<file path="src/hdl/text_console_writer_macros.svh">
// assertion macros shared by the console writer modules
`ifndef TEXT_CONSOLE_WRITER_MACROS_SVH
`define TEXT_CONSOLE_WRITER_MACROS_SVH

// same-cycle implication, sampled on clk, off while in reset
`define TCW_ASSERT_IMPL(lbl, ante, cons, msg) \
	lbl: assert property (@(posedge clk) disable iff (!arst_n) (ante) |-> (cons)) \
		else $error(msg);

// next-cycle implication, sampled on clk, off while in reset
`define TCW_ASSERT_NEXT(lbl, ante, cons, msg) \
	lbl: assert property (@(posedge clk) disable iff (!arst_n) (ante) |=> (cons)) \
		else $error(msg);

`endif

</file>
<file path="src/hdl/tcw_pkg.sv">
// shared constants and types of the text console writer
package tcw_pkg;

	// default screen geometry
	localparam int COLUMNS_DEF = 80;
	localparam int ROWS_DEF    = 25;

	// fixed field widths
	localparam int INDEX_W = 11;
	localparam int VALUE_W = 16;
	localparam int ROW_W   = 5;
	localparam int COL_W   = 7;

	// character and attribute codes
	localparam logic [7:0] NEWLINE_CODE = 8'd10;
	localparam logic [7:0] BLANK_CODE   = 8'h20;
	localparam logic [7:0] RESET_COLOR  = 8'h07;

	// operation codes
	localparam logic OP_PUT  = 1'b0;
	localparam logic OP_READ = 1'b1;

	// register index of the color register
	localparam int REG_TEXT_COLOR = 0;

	// one result word
	typedef struct packed {
		logic [VALUE_W-1:0] cell_value;
		logic [ROW_W-1:0]   cursor_row;
		logic [COL_W-1:0]   cursor_col;
		logic               scrolled;
	} res_t;

endpackage

</file>
<file path="src/hdl/tcw_ctrl.sv">
// sequencer: clear sweep, scroll copy, fill, put and read of the cell store
`include "text_console_writer_macros.svh"

module tcw_ctrl import tcw_pkg::*; #(
	parameter int COLUMNS = COLUMNS_DEF,
	parameter int ROWS = ROWS_DEF,
	localparam int CELLS = ROWS * COLUMNS,
	localparam int AW = $clog2(CELLS)
) (
	input  logic               clk,
	input  logic               arst_n,
	input  logic               in_valid,
	output logic               in_ready,
	input  logic               op,
	input  logic [7:0]         char_code,
	input  logic [INDEX_W-1:0] cell_index,
	input  logic [7:0]         text_color,
	output logic               res_valid,
	output res_t               res,
	input  logic               res_ready,
	output logic               mem_we,
	output logic [AW-1:0]      mem_waddr,
	output logic [VALUE_W-1:0] mem_wdata,
	output logic [AW-1:0]      mem_raddr,
	input  logic [VALUE_W-1:0] mem_rdata
);

	localparam int RW    = $clog2(ROWS + 1);
	localparam int CW    = $clog2(COLUMNS);
	localparam int CNT_W = $clog2(CELLS + 1);
	localparam int XW    = (INDEX_W > CNT_W) ? INDEX_W : CNT_W;

	typedef enum logic [6:0] {
		S_CLEAR  = 7'b0000001,
		S_IDLE   = 7'b0000010,
		S_SCROLL = 7'b0000100,
		S_FILL   = 7'b0001000,
		S_PUT    = 7'b0010000,
		S_READ   = 7'b0100000,
		S_DONE   = 7'b1000000
	} state_t;

	state_t             st_q;
	logic [CNT_W-1:0]   cnt_q;
	logic [RW-1:0]      row_q;
	logic [CW-1:0]      col_q;
	logic [7:0]         ch_q;
	logic [INDEX_W-1:0] idx_q;
	logic [VALUE_W-1:0] val_q;
	logic               scr_q;

	logic [XW-1:0]      in_idx_x;
	logic [XW-1:0]      idx_x;
	logic               idx_ok;
	logic [CNT_W-1:0]   put_addr;
	logic [CNT_W-1:0]   copy_addr;
	logic               is_newline;

	// address arithmetic
	assign in_idx_x   = XW'(cell_index);
	assign idx_x      = XW'(idx_q);
	assign idx_ok     = idx_x < XW'(CELLS);
	assign put_addr   = CNT_W'(row_q) * CNT_W'(COLUMNS) + CNT_W'(col_q);
	assign copy_addr  = cnt_q - CNT_W'(COLUMNS + 1);
	assign is_newline = ch_q == NEWLINE_CODE;

	// handshake and result
	assign in_ready        = st_q == S_IDLE;
	assign res_valid       = st_q == S_DONE;
	assign res.cell_value  = val_q;
	assign res.cursor_row  = ROW_W'(row_q);
	assign res.cursor_col  = COL_W'(col_q);
	assign res.scrolled    = scr_q;

	// store port steering
	always_comb begin
		mem_we    = 1'b0;
		mem_waddr = cnt_q[AW-1:0];
		mem_wdata = {RESET_COLOR, BLANK_CODE};
		mem_raddr = in_idx_x[AW-1:0];
		case (st_q)
			S_CLEAR: begin
				mem_we = 1'b1;
			end
			S_SCROLL: begin
				// read at the counter, write the word read in the previous cycle one row up
				mem_raddr = cnt_q[AW-1:0];
				mem_we    = cnt_q > CNT_W'(COLUMNS);
				mem_waddr = copy_addr[AW-1:0];
				mem_wdata = mem_rdata;
			end
			S_FILL: begin
				mem_we    = 1'b1;
				mem_wdata = {text_color, BLANK_CODE};
			end
			S_PUT: begin
				mem_we    = !is_newline;
				mem_waddr = put_addr[AW-1:0];
				mem_wdata = {text_color, ch_q};
			end
			default: begin
			end
		endcase
	end

	// sequencer
	always_ff @(posedge clk or negedge arst_n) begin
		if (!arst_n) begin
			st_q  <= S_CLEAR;
			cnt_q <= '0;
			row_q <= '0;
			col_q <= '0;
			scr_q <= 1'b0;
		end else begin
			case (st_q)
				S_CLEAR: begin
					if (cnt_q == CNT_W'(CELLS - 1)) begin
						cnt_q <= '0;
						st_q  <= S_IDLE;
					end else begin
						cnt_q <= cnt_q + 1'b1;
					end
				end
				S_IDLE: begin
					if (in_valid) begin
						scr_q <= 1'b0;
						if (op == OP_READ) begin
							st_q <= S_READ;
						end else if (row_q == RW'(ROWS)) begin
							cnt_q <= CNT_W'(COLUMNS);
							st_q  <= S_SCROLL;
						end else begin
							st_q <= S_PUT;
						end
					end
				end
				S_SCROLL: begin
					if (cnt_q == CNT_W'(CELLS)) begin
						cnt_q <= CNT_W'(CELLS - COLUMNS);
						st_q  <= S_FILL;
					end else begin
						cnt_q <= cnt_q + 1'b1;
					end
				end
				S_FILL: begin
					if (cnt_q == CNT_W'(CELLS - 1)) begin
						row_q <= RW'(ROWS - 1);
						scr_q <= 1'b1;
						st_q  <= S_PUT;
					end else begin
						cnt_q <= cnt_q + 1'b1;
					end
				end
				S_PUT: begin
					if (is_newline || col_q == CW'(COLUMNS - 1)) begin
						col_q <= '0;
						row_q <= row_q + 1'b1;
					end else begin
						col_q <= col_q + 1'b1;
					end
					st_q <= S_DONE;
				end
				S_READ: begin
					st_q <= S_DONE;
				end
				S_DONE: begin
					if (res_ready) begin
						st_q <= S_IDLE;
					end
				end
				default: begin
					st_q <= S_IDLE;
				end
			endcase
		end
	end

	// item capture and result value
	always_ff @(posedge clk) begin
		if (st_q == S_IDLE && in_valid) begin
			ch_q  <= char_code;
			idx_q <= cell_index;
		end
		if (st_q == S_READ) begin
			val_q <= idx_ok ? mem_rdata : '0;
		end
		if (st_q == S_PUT) begin
			val_q <= is_newline ? '0 : {text_color, ch_q};
		end
	end

	// checks
	`TCW_ASSERT_IMPL(a_row_range, 1'b1, row_q <= RW'(ROWS), "cursor row beyond pending")
	`TCW_ASSERT_IMPL(a_col_range, 1'b1, col_q <= CW'(COLUMNS - 1), "cursor column out of row")
	`TCW_ASSERT_IMPL(a_copy_dst, (st_q == S_SCROLL) && mem_we, mem_waddr < AW'(CELLS - COLUMNS), "scroll copy hit last row")
	`TCW_ASSERT_IMPL(a_scroll_row, (st_q == S_DONE) && scr_q, row_q >= RW'(ROWS - 1), "scrolled word with cursor above last row")
	`TCW_ASSERT_NEXT(a_fill_next, st_q == S_FILL, (st_q == S_FILL) || (st_q == S_PUT), "fill left to wrong step")

endmodule

</file>
<file path="config.mk">
export PLATFORM = sky130hd
export DESIGN_NAME = tcw_ctrl
export DESIGN_NICKNAME = d
export VERILOG_FILES = /design/src/hdl/tcw_pkg.sv /design/src/hdl/tcw_ctrl.sv
export VERILOG_INCLUDE_DIRS = /design/src /design/src/hdl
export SDC_FILE = /design/constraint.sdc
export NUM_CORES = 1
export LEC_CHECK = 0
export ABC_AREA = 0
export BUFFER_PORTS_ARGS = -buffer_cell sky130_fd_sc_hd__buf_2
export CAP_MARGIN = 20
export CORE_ASPECT_RATIO = 1.75
export CORE_MARGIN = 2
export CORE_UTILIZATION = 52
export DETAILED_ROUTE_END_ITERATION = 8
export PLACE_DENSITY_LB_ADDON = 0.15
export SLEW_MARGIN = 20
export SYNTH_ARGS = -nofsm -noshare
export SYNTH_HDL_FRONTEND = slang
export SYNTH_SLANG_ARGS = --single-unit
</file>
<file path="constraint.sdc">
create_clock -name clk -period 2.5 [get_ports clk]
set_input_delay 0.125 -clock clk [delete_from_list [all_inputs] [get_ports clk]]
set_output_delay 0.125 -clock clk [all_outputs]
set_load 0.02 [all_outputs]
</file>
Yosys cells after proc, flatten, opt, wreduce, memory -nomap -nowiden

Cells that the tools add are included.

Input bits: 48
Output and inout bits: 70
Flip-flop bits (word level): 66
Logic and storage cells: 80

Equality and inequality tests: 21
Reduce and logical (&&, ||, !) cells: 13
Magnitude comparators: 2
Multiplexer cells: 30
Add/sub/neg operators: 5
Multipliers: 1

Operators by type and width:

| cell                                                | count |
|---|---|
| 2-to-1 mux 11 bit                                   | 7 |
| 2-to-1 mux 16 bit                                   | 4 |
| one-hot mux 16 bit (3 select lines)                 | 1 |
| one-hot mux 11 bit (4 select lines)                 | 1 |
| 2-to-1 mux 7 bit                                    | 6 |
| one-hot mux 7 bit (6 select lines)                  | 1 |
| equality test 11 bit, second input constant         | 2 |
| one-hot mux 11 bit (2 select lines)                 | 1 |
| 2-to-1 mux 5 bit                                    | 3 |
| equality test 7 bit, second input constant          | 2 |
| inequality test 2 bit, second input constant        | 7 |
| adder 11 x 1 -> 11 bit, second input constant       | 1 |
| adder 11 x 7 -> 11 bit                              | 1 |
| > comparator 11 x 7 -> 1 bit, second input constant | 1 |
| < comparator 11 bit, second input constant          | 1 |
| subtractor 11 x 7 -> 11 bit, second input constant  | 1 |
| one-hot mux 5 bit (2 select lines)                  | 1 |
| AND reduction 5 bit                                 | 2 |
| equality test 8 x 4 -> 1 bit, second input constant | 1 |
| adder 7 x 1 -> 7 bit, second input constant         | 1 |
| equality test 7 x 1 -> 1 bit, second input constant | 1 |
| equality test 7 x 2 -> 1 bit, second input constant | 1 |
| equality test 7 x 3 -> 1 bit, second input constant | 1 |
| equality test 7 x 4 -> 1 bit, second input constant | 1 |
| 17 further kinds                                    | 23 |

Logic depth before layout (Yosys ltp)

Gate-level depths: netlist of the first run.

Word-level depth: 5
Gate-level depth with buffers: 8
Gate-level depth less buffers: 8

Worst setup path before layout of the first run

OpenSTA, ideal clock, no wires.

Path kind: register to output
Start: register row_q[1]
End: output port mem_waddr[10]
Data arrival time: 2.410 ns
Cell stages (with the launch flop): 9
Path buffers: 0
Setup slack: -0.035 ns
Required time: 2.375 ns
Cells stage by stage: dfrtp_1 > ha_1 > ha_1 > fa_1 > xor2_1 > nand4_1 > xnor2_1 > xnor2_1 > a211o_1

Longest elaborated chain between the ends: 3

Ends and longest elaborated chain:

| element                             | line            | RTL |
|---|---|---|
| from (decl)                         | tcw_ctrl.sv:45  | `logic [RW-1:0] row_q;` |
| from (signal assigned)              | tcw_ctrl.sv:147 | `row_q <= RW'(ROWS - 1);` |
| from (signal assigned)              | tcw_ctrl.sv:157 | `row_q <= row_q + 1'b1;` |
| multiplier 5 x 3 -> 7 bit           | tcw_ctrl.sv:63  | `assign put_addr = CNT_W'(row_q) * CNT_W'(COLUMNS) + CNT_W'(col_q);` |
| adder 11 x 7 -> 11 bit              | tcw_ctrl.sv:63  |  |
| one-hot mux 11 bit (2 select lines) | tcw_ctrl.sv:81  | `case (st_q)` |
| to (decl)                           | tcw_ctrl.sv:22  | `output logic [AW-1:0] mem_waddr,` |

No other way between the ends.

Final worst setup path of the first run

Start: register row_q[3]
End: output port mem_waddr[10]

Same word-level chain as after synthesis.

==> metrics.md, run 1 <==
| Metric | Value |
|---|---|
| Result of the run | finished with violations |
| Failing checks | setup timing |
| Sum of net half-perimeters after detailed placement | 8520 µm |
| Share of the core filled with cells | 71.3% |
| Met2 WL | 6240 µm |
| Kind of critical path | flip-flop to output pin |
| Hold violation total from the final report | 0 |
| Unrepaired setup endpoints after global routing | yes |
| Number of nets in the final layout | 626 |
| Number of filler instances in the final layout | 582 |
| Total via count after detailed routing | 3920 |
| Post-detailed-route via-to-cell ratio | 6.00 |
| Most used flip-flop cell after synthesis | sky130_fd_sc_hd__edfxtp_1 |
| Max-slew violation count | 0 |
| Via count of the first global-routing pass | 3855 |
| Post-synth top area share | 23.3% |
| Die height | 120 µm |
| Top fanout value on the critical path | 2 |
| Synthesized cell area | 0.00399 mm² |
| Data arrival time of the critical path | 2.55 ns |
| Average detailed-routed wire length per instance | 17.8 µm |
| Worst setup slack for register-to-register paths | 0.17 ns |
| Worst R2R Start | cnt_q[1] |
| Crit. End Element | output pin |
| Start point of the worst hold path | res_ready |
| Area of the placeable core | 0.00751 mm² |
| Port bufs | 117 |
| Total power per unit cell area | 1020 mW/mm² |
| DRC violation count after routing | 0 |
| Top routing layer in use | met4 |
| Flop and latch count out of synthesis | 62 |
| Leading post-synthesis cells by cell area | sky130_fd_sc_hd__edfxtp_1 (23%), sky130_fd_sc_hd__dfrtp_1 (19%), sky130_fd_sc_hd__a22o_1 (6.6%) |
| Sequential share of the synthesized area | 42.8% |
| End of the worst register-to-register path | st_q[4] |
| Drt initial violations | 250 |
| Worst skew pair latency | 0.33 ns |
| Hold-critical path endpoint | st_q[6] |
| Layout cell share with drive strength beyond 1 | 33.3% |
| Clock sink total | 62 |
| Largest clock skew in the final design | 0.00561 ns |
| Highest ir drop seen on vdd | 0.900 mV |
| Met3 routed WL | 655 µm |
| Most frequent cell after synthesis | sky130_fd_sc_hd__nand2_1 |
| Slew HR | 49.2% |
| Worst hold margin | 0.0154 ns |
| Metal-1 WL | 4150 µm |
| CTS Buf Count | 9 |
| Maximum number of pins on one net before global-route repair | 32 |
| Clock transition time at the flip-flop clock pins of the worst setup and hold paths | 0.05 ns |
| ANT nets after route | 0 |
| Nets in the synthesized netlist | 479 |
| I/O Pins | 118 |
| Total Die Area | 0.00842 mm² |
| Wire length of the first global-routing pass | 18200 µm |
| Final WS setup | -0.176 ns |
| Syn. warnings | 0 |
| Required time at the worst-slack endpoint | 2.38 ns |
| Average footprint of a synthesized cell | 9.66 µm² |
| Element type at the critical path start | flip-flop |
| Max Root-Sink Buffers | 2 |
| Count of TritonRoute iterations in the first routing pass | 4 |
| Clock tree root buffer cell | sky130_fd_sc_hd__clkbuf_16 |
| Final Cycle Share | 107% |
| Congestion Overflow GR | 0 |
| Starting density of the core | 53.1% |
| Mapped Cells | 413 |
| Post-synth top cells | sky130_fd_sc_hd__nand2_1 (55), sky130_fd_sc_hd__o21ai_0 (34), sky130_fd_sc_hd__edfxtp_1 (31) |
| Largest area contributor in the netlist | sky130_fd_sc_hd__edfxtp_1 |
| Horizontal extent of the die | 70.2 µm |
| Maximum clock frequency | 374 MHz |
| Classification of the worst-slack hold path | input port to flip-flop |
| Weighted congestion at the end of routability-driven global placement | 0.882 |
| GRT Resource Usage Total | 27.7% |
| Number of synthesized flops with an enable pin | 31 |
| Synth-to-Final Area Change | 34.3% |
| Number of cell instances on the worst register-to-register path | 7 |
| Tightest Pin Transition | 0.762 ns |
| DRT Wirelength | 11600 µm |
| Clock tree from TritonCTS | yes |
| Number of core rows | 42 |
| H-tree levels | 3 |
| Final number of setup-violating endpoints | 2 |
| Shortest clock period the worst path allows after layout | 2.68 ns |
| Static power due to leakage | 0.00252 µW |
| Number of maximum-capacitance constraint violations | 0 |
| Antenna Cells | 0 |
| Synth async-reset ratio | 50.0% |
| Number of antenna violations at the first check in global routing | 0 |
| Worst Hold Depth | 2 |
| Cell variety after synth | 67 |
| Setup TNS after final layout | -0.279 ns |
-- report_power, final --
group / internal (µW) / switching, µW / total (µW)
logic: 925 / 1480 / 2410
registers: 1400 / 250 / 1650
clock network: 967 / 446 / 1410
total: 3290 / 2180 / 5470
-- registers in the layout (all words and copies together), names as in the netlist --
| signal | count |
|---|---|
| st_q | 7 |
| row_q | 5 |
| cnt_q | 11 |
| scr_q | 1 |
| ch_q | 8 |
| val_q | 16 |
| col_q | 7 |
| idx_q | 7 |
-- timing repair --
item	CTS	global route
pin swaps	9	3
hold buffers	14	1
gates resized for setup	11	8
hold endpoints to repair	43	1
buffers inserted	3	0
endpoints found under the setup margin	6	8
gates cloned	0	0
-- kinds of logic (layout without fill, tap and decap cells) --
logic type	Yosys count	in the layout	share of synthesized area [%]
AND/OR/NAND/NOR	157	157	20.7
adder cells (fa/ha/maj)	18	18	6.02
flip-flops	62	62	42.8
XOR/XNOR	15	15	3.29
AO/OA/AOI/OAI	123	123	22.5
buffers and inverters	38	190	4.70
-- critical path, stage by stage (launching register included) --
cell	delay [ns]
sky130_fd_sc_hd__dfrtp_1	0.41
sky130_fd_sc_hd__ha_4	0.27
sky130_fd_sc_hd__ha_4	0.16
sky130_fd_sc_hd__fa_2	0.55
sky130_fd_sc_hd__nand4_1	0.11
sky130_fd_sc_hd__xnor2_1	0.15
sky130_fd_sc_hd__xnor2_1	0.13
sky130_fd_sc_hd__a211o_1	0.29
sky130_fd_sc_hd__buf_6	0.14
-- metrics by stage --
stage,area [µm²],total power [µW],std cells,worst slack [ns]
2_1_floorplan,3990,3230,413,0.0197
3_3_place_gp,4770,3910,619,0.0374
3_5_place_dp,4770,3960,619,0.00373
4_1_cts,5320,5440,652,-0.172
5_1_grt,5360,5750,653,-0.211
6_report,5360,5470,653,-0.176
-- layer usage --
metal | GRT usage, % | up-vias
li1 | - | 1855
met1 | 28.6 | 1883
met2 | 50.1 | 149
met3 | 4.87 | 33
met4 | 18.6 | 0
met5 | 0 | -
-- layout make-up --
class	instances	area (µm²)	area share (%)
flip-flops and latches	62	1710	31.9
well taps	88	110	2.05
inverters	11	53.8	1.00
repair buffers	163	986	18.4
clock buffers	9	225	4.20
multi-input cells	313	2160	40.3
clock inverters	7	113	2.10
-- cells in the final DEF, fill, tap and decap left out, types with 5 or more instances in the layout --
master                          count
sky130_fd_sc_hd__a31oi_1            6
sky130_fd_sc_hd__nand2_1           54
sky130_fd_sc_hd__xnor2_1            5
sky130_fd_sc_hd__a21o_1             6
sky130_fd_sc_hd__a21oi_1            9
sky130_fd_sc_hd__nand4_1            5
sky130_fd_sc_hd__a22o_1            30
sky130_fd_sc_hd__dlygate4sd3_1     15
sky130_fd_sc_hd__nand3_1           14
sky130_fd_sc_hd__buf_2            113
sky130_fd_sc_hd__ha_1              13
sky130_fd_sc_hd__o21ai_0           33
sky130_fd_sc_hd__and3_1             6
sky130_fd_sc_hd__edfxtp_1          31
sky130_fd_sc_hd__nor2_1            23
sky130_fd_sc_hd__xor2_1             9
sky130_fd_sc_hd__and2_1             6
sky130_fd_sc_hd__clkbuf_16          9
sky130_fd_sc_hd__inv_1             10
sky130_fd_sc_hd__o211ai_1           6
sky130_fd_sc_hd__nor3_1             9
sky130_fd_sc_hd__dfrtp_1           28
sky130_fd_sc_hd__buf_4             33
-- worst max-delay path by stage --
| stage | startpoint | slack (ns) | endpoint | cells after the start |
|---|---|---|---|---|
| after CTS | row_q[3] | -0.17 | mem_waddr[10] | 8 |
| after global placement | row_q[1] | 0.04 | mem_waddr[10] | 9 |
| after floorplan | row_q[1] | 0.02 | mem_waddr[10] | 8 |
| final | row_q[3] | -0.18 | mem_waddr[10] | 8 |
| after detailed placement | row_q[1] | 0.004 | mem_waddr[10] | 9 |
| after global routing | row_q[3] | -0.21 | mem_waddr[10] | 9 |
Power figures use the tool's default switching activity.
==> inputs of run 2 (changes only) <==
--- a/config.mk
+++ b/config.mk
@@ -11,7 +11,7 @@
 export CAP_MARGIN = 20
 export CORE_ASPECT_RATIO = 1.75
 export CORE_MARGIN = 2
-export CORE_UTILIZATION = 52
+export CORE_UTILIZATION = 56
 export DETAILED_ROUTE_END_ITERATION = 8
 export PLACE_DENSITY_LB_ADDON = 0.15
 export SLEW_MARGIN = 20
==> constraint.sdc (replaced) <==
create_clock -name clk -period 3.1 [get_ports clk]
set_input_delay 0.155 -clock clk [delete_from_list [all_inputs] [get_ports clk]]
set_output_delay 0.155 -clock clk [all_outputs]
set_load 0.02 [all_outputs]
==> metrics.md, run 2 (synthesis results as in run 1) <==
| Metric | Value |
|---|---|
| Most common cell after layout, fill and taps aside | sky130_fd_sc_hd__buf_2 |
| Die height | 116 µm |
| Synth-to-Final Area Change | 25.0% |
| Worst path slowest cell | sky130_fd_sc_hd__dfrtp_2 |
| Number of maximum-capacitance constraint violations | 0 |
| Via count of the first global-routing pass | 3589 |
| Most prevalent standard cell on the critical path | sky130_fd_sc_hd__xnor2_1 |
| DRC violation count after routing | 0 |
| DRT Wirelength | 11000 µm |
| Total Die Area | 0.00784 mm² |
| Crit. End Element | output pin |
| Max Root-Sink Buffers | 2 |
| Kind of critical path | flip-flop to output pin |
| Largest delay share family, worst path | adder cells |
| Number of flip-flops in the largest register | 16 |
| Drt initial violations | 245 |
| Sum of net half-perimeters after detailed placement | 8120 µm |
| Worst skew pair latency | 0.33 ns |
| CTS Buf Count | 9 |
| Shortest clock period the worst path allows after layout | 2.98 ns |
| Maximum single-stage delay on the critical path | 0.47 ns |
| Hold violation total from the final report | 0 |
| Layout cell share with drive strength beyond 1 | 30.4% |
| Clock tree from TritonCTS | yes |
| Data arrival time of the critical path | 2.82 ns |
| Static power due to leakage | 0.00235 µW |
| GRT Resource Usage Total | 28.8% |
| Cell breakdown of the critical path | ha_4 -> ha_1 -> fa_1 -> xor2_2 -> nand4_1 -> xnor2_1 -> xnor2_1 -> a211o_1 -> buf_2 |
| Total power per unit cell area | 813 mW/mm² |
| Largest regs | val_q x16, cnt_q x11, ch_q x8 |
| Top fanout value on the critical path | 7 |
| Congestion Overflow GR | 0 |
| Top register by number of flip-flops | val_q |
| Number of core rows | 40 |
| Clock transition time at the flip-flop clock pins of the worst setup and hold paths | 0.05 ns |
| Horizontal extent of the die | 67.8 µm |
| Antenna Cells | 0 |
| H-tree levels | 3 |
| Clock tree root buffer cell | sky130_fd_sc_hd__clkbuf_16 |
| Buffering stage count on the worst path with inverters included | 1 |
| Final Cycle Share | 96.0% |
| Clock sink total | 62 |
| Final number of setup-violating endpoints | 0 |
| I/O Pins | 118 |
| Maximum number of pins on one net before global-route repair | 32 |
| Starting density of the core | 57.8% |
| Average detailed-routed wire length per instance | 17.7 µm |
| Area of the placeable core | 0.00691 mm² |
| Slew HR | 48.8% |
| Element type at the critical path start | flip-flop |
| Setup slack after placement | 0.370 ns |
| Highest ir drop seen on vdd | 0.504 mV |
| Count of TritonRoute iterations in the first routing pass | 5 |
| Port bufs | 117 |
| Number of nets in the final layout | 598 |
| Required time at the worst-slack endpoint | 2.94 ns |
| Unrepaired setup endpoints after global routing | no |
| ANT nets after route | 0 |
| Most frequent cells in the layout | sky130_fd_sc_hd__buf_2 (117), sky130_fd_sc_hd__nand2_1 (55), sky130_fd_sc_hd__o21ai_0 (34) |
| Wire length of the first global-routing pass | 17000 µm |
| Final WS setup | 0.123 ns |
| Result of the run | finished clean |
| Max-slew violation count | 0 |
| Post-detailed-route via-to-cell ratio | 6.05 |
| Weighted congestion at the end of routability-driven global placement | 0.940 |
| Tightest Pin Transition | 0.768 ns |
| Number of antenna violations at the first check in global routing | 0 |
| Total via count after detailed routing | 3756 |
| Maximum clock frequency | 336 MHz |
| Setup TNS after final layout | 0 ns |
| Largest clock skew in the final design | 0.00595 ns |
| Classification of the worst-slack hold path | input port to flip-flop |
==> run 2: cell types whose count changed in the layout (fill, tap and decap cells not counted), moves of 2 or more <==
cell	delta
sky130_fd_sc_hd__buf_2	+4
sky130_fd_sc_hd__buf_6	-2
sky130_fd_sc_hd__buf_4	-18
sky130_fd_sc_hd__clkinvlp_4	+2
sky130_fd_sc_hd__dlygate4sd3_1	-12
sky130_fd_sc_hd__bufinv_16	-3
sky130_fd_sc_hd__ha_1	+2
sky130_fd_sc_hd__nor2_1	+3
sky130_fd_sc_hd__nor2_2	-3
==> run 2: power by group <==
part	switching, µW	total [µW]	internal [µW]
clock	361	898	537
sequential	261	1390	1130
combinational	1100	1770	675
==> run 2: timing repair <==
item / in CTS / in global routing
endpoints found under the setup margin: 0 / 1
setup buffers: 0 / 5
hold buffers: 2 / 1
resized for setup: 0 / 3
endpoints found under the hold margin: 31 / 1
==> run 2: area by class of cell <==
cell class / count / area [µm²]
clock buffer: 10 / 229
inverter: 11 / 53.8
tap: 84 / 105
clock inverter: 6 / 38.8
fill: 551 / 1920
sequential: 62 / 1710
timing repair buffer: 135 / 728
multi-input combinational: 313 / 2120
==> run 2: metrics by stage <==
stage               cell area [µm²]  util [%]  hold slack [ns]  power (µW)  cells
floorplan                      3990         -           -0.141        2600    413
global placement               4620      66.9            0.256        3070    596
detailed placement             4620      66.9            0.259        3110    596
CTS                            4910      71.1         0.000867        4010    614
global route                   4990      72.2         -0.00457        4310    621
finish                         4990      72.2         0.000528        4060    621
==> run 2: routing by layer <==
layer  part of all wire, %  track usage, %
met5                     0               0
met2                    53            51.5
met3                   5.7            4.76
met4                   4.2            15.3
met1                    37            31.6
==> run 2: path summary, 6_finish.rpt <==
| path | slack (ns) | start | cells after the start | end |
|---|---|---|---|---|
| setup / recovery | 0.12 | row_q[1] | 9 | mem_waddr[10] |
| setup reg to reg | 0.64 | st_q[5] | 6 | cnt_q[2] |
| min in group asynchronous | 0.44 | arst_n | 2 | st_q[6] |
| hold / removal | 0.0005 | char_code[1] | 1 | ch_q[1] |
| max in group asynchronous | 2.11 | arst_n | 2 | row_q[1] |
| hold reg to reg | 0.54 | st_q[0] | 2 | st_q[0] |
==> inputs of run 3 (changes only) <==
--- a/config.mk
+++ b/config.mk
@@ -14,6 +14,7 @@
 export CORE_UTILIZATION = 56
 export DETAILED_ROUTE_END_ITERATION = 8
 export PLACE_DENSITY_LB_ADDON = 0.15
+export REMOVE_ABC_BUFFERS = 1
 export SLEW_MARGIN = 20
 export SYNTH_ARGS = -nofsm -noshare
 export SYNTH_HDL_FRONTEND = slang
==> metrics.md, run 3 (synthesis results as in run 1) <==
| Metric | Value |
|---|---|
| Highest ir drop seen on vdd | 0.587 mV |
| Count of TritonRoute iterations in the first routing pass | 5 |
| Worst skew pair latency | 0.33 ns |
| Cell breakdown of the critical path | ha_1 -> ha_1 -> fa_2 -> nand4_1 -> xnor2_1 -> xnor2_1 -> a211o_1 -> buf_2 |
| Global-route track usage on met2 | 56.3% |
| Clock tree root buffer cell | sky130_fd_sc_hd__clkbuf_16 |
| Number of maximum-capacitance constraint violations | 0 |
| Total Die Area | 0.00784 mm² |
| Horizontal extent of the die | 67.8 µm |
| Total via count after detailed routing | 3755 |
| Total power per unit cell area | 843 mW/mm² |
| H-tree levels | 3 |
| Max Root-Sink Buffers | 2 |
| Static power due to leakage | 0.00236 µW |
| Antenna Cells | 0 |
| Most common cell after layout, fill and taps aside | sky130_fd_sc_hd__buf_2 |
| End of the worst register-to-register path | st_q[4] |
| Element type at the critical path start | flip-flop |
| Top register by number of flip-flops | val_q |
| Die height | 116 µm |
| Starting density of the core | 57.8% |
| Maximum single-stage delay on the critical path | 0.58 ns |
| Clock tree from TritonCTS | yes |
| I/O Pins | 118 |
| Number of antenna violations at the first check in global routing | 0 |
| Required time at the worst-slack endpoint | 2.94 ns |
| Final Cycle Share | 95.5% |
| Most Crowded Layer GR | met2 |
| Buffering stage count on the worst path with inverters included | 1 |
| Congestion Overflow GR | 0 |
| DRT Wirelength | 11300 µm |
| Kind of critical path | flip-flop to output pin |
| Wire length of the first global-routing pass | 18200 µm |
| Top fanout value on the critical path | 8 |
| Final number of setup-violating endpoints | 0 |
| Tightest Pin Transition | 0.772 ns |
| Drt initial violations | 310 |
| Average detailed-routed wire length per instance | 18.3 µm |
| Layout cell share with drive strength beyond 1 | 30.1% |
| GRT Resource Usage Total | 31.1% |
| Timing startpoint of the critical path | row_q[0] |
| Setup TNS after final layout | 0 ns |
| Number of flip-flops in the largest register | 16 |
| Number of cells on the critical path | 8 |
| Largest clock skew in the final design | 0.00384 ns |
| Unrepaired setup endpoints after global routing | no |
| Largest regs | val_q x16, cnt_q x11, ch_q x8 |
| Most frequent cells in the layout | sky130_fd_sc_hd__buf_2 (117), sky130_fd_sc_hd__nand2_1 (55), sky130_fd_sc_hd__o21ai_0 (34) |
| ANT nets after route | 0 |
| Post-detailed-route via-to-cell ratio | 6.07 |
| Crit. End Element | output pin |
| Clock sink total | 62 |
| Largest delay share family, worst path | adder cells |
| Data arrival time of the critical path | 2.81 ns |
| Worst setup slack for register-to-register paths | 0.63 ns |
| Port bufs | 117 |
| Area of the placeable core | 0.00691 mm² |
| Classification of the worst-slack hold path | input port to flip-flop |
| Shortest clock period the worst path allows after layout | 2.96 ns |
| Number of core rows | 40 |
| Result of the run | finished clean |
| Max-slew violation count | 0 |
| Setup crit end | mem_waddr[10] |
| Sum of net half-perimeters after detailed placement | 8250 µm |
| Global routing met3 resource utilization | 6.21% |
| Met1 layer usage reported by global route | 33.8% |
| Synth-to-Final Area Change | 26.0% |
| Worst R2R Start | cnt_q[0] |
| Clock transition time at the flip-flop clock pins of the worst setup and hold paths | 0.05 ns |
| Via count of the first global-routing pass | 3829 |
| Number of nets in the final layout | 596 |
| Hold violation total from the final report | 0 |
| Maximum clock frequency | 338 MHz |
| Share of the core filled with cells | 72.8% |
| Worst path slowest cell | sky130_fd_sc_hd__fa_2 |
| Weighted congestion at the end of routability-driven global placement | 0.876 |
| Maximum number of pins on one net before global-route repair | 32 |
| Slew HR | 48.5% |
| DRC violation count after routing | 0 |
| CTS Buf Count | 9 |
| Number of cell instances on the worst register-to-register path | 7 |
run 3: power breakdown:
part,internal (µW),switching (µW)
logic,665,1100
clock network,723,358
registers,1130,262
total,2510,1720
run 3: worst register-to-register path, cell delays in order, from the launching register on:
cell and delay, ns:
sky130_fd_sc_hd__dfrtp_1 0.47, sky130_fd_sc_hd__inv_1 0.14, sky130_fd_sc_hd__ha_1 0.19, sky130_fd_sc_hd__or4bb_1 0.50, sky130_fd_sc_hd__or3_1 0.36, sky130_fd_sc_hd__a22o_1 0.31, sky130_fd_sc_hd__o21bai_1 0.22, sky130_fd_sc_hd__nor3_1 0.20
run 3: worst min-delay path by stage:
stage / startpoint / endpoint / slack, ns / depth (start not counted)
after floorplan: arst_n / cnt_q[0] / -0.14 / 0
after global placement: arst_n / cnt_q[0] / 0.25 / 1
after detailed placement: arst_n / cnt_q[0] / 0.26 / 1
after CTS: char_code[1] / ch_q[1] / 0.0009 / 1
after global routing: char_code[0] / ch_q[0] / 0.001 / 1
final: char_code[1] / ch_q[1] / 0.004 / 1
run 3: layout make-up:
class                           instances  area [µm²]
Multi-Input combinational cell        313        2130
Fill cell                             530        1880
Sequential cell                        62        1710
Timing Repair Buffer                  133         713
Clock buffer                           12         246
Tap cell                               84         105
Clock inverter                          4        71.3
Inverter                               11        53.8
run 3: stage by stage:
stage | hold WS, ns | instance area [µm²] | total power (µW) | setup WS [ns] | cells
2_1_floorplan | -0.141 | 3860 | 2510 | -0.102 | 386
3_5_place_dp | 0.261 | 4630 | 3130 | 0.369 | 597
4_1_cts | 0.000857 | 4980 | 4210 | 0.0150 | 615
6_report | 0.00398 | 5030 | 4240 | 0.140 | 619
5_1_grt | 0.00131 | 5030 | 4490 | 0.0205 | 619
3_3_place_gp | 0.254 | 4630 | 3070 | 0.481 | 597
run 3: repair_timing:
action	4_1_cts	5_1_grt
hold endpoints to repair	31	1
buffers inserted	0	3
pin swaps	0	3
resized for setup	2	3
hold buffers	2	1
endpoints found under the setup margin	1	1
run 3: layer usage:
metal | share of wire, % | vias to the layer above
met5 | 0 | -
met4 | 3.1 | 0
met3 | 5.8 | 31
met2 | 55 | 146
met1 | 36 | 1788
li1 | - | 1790
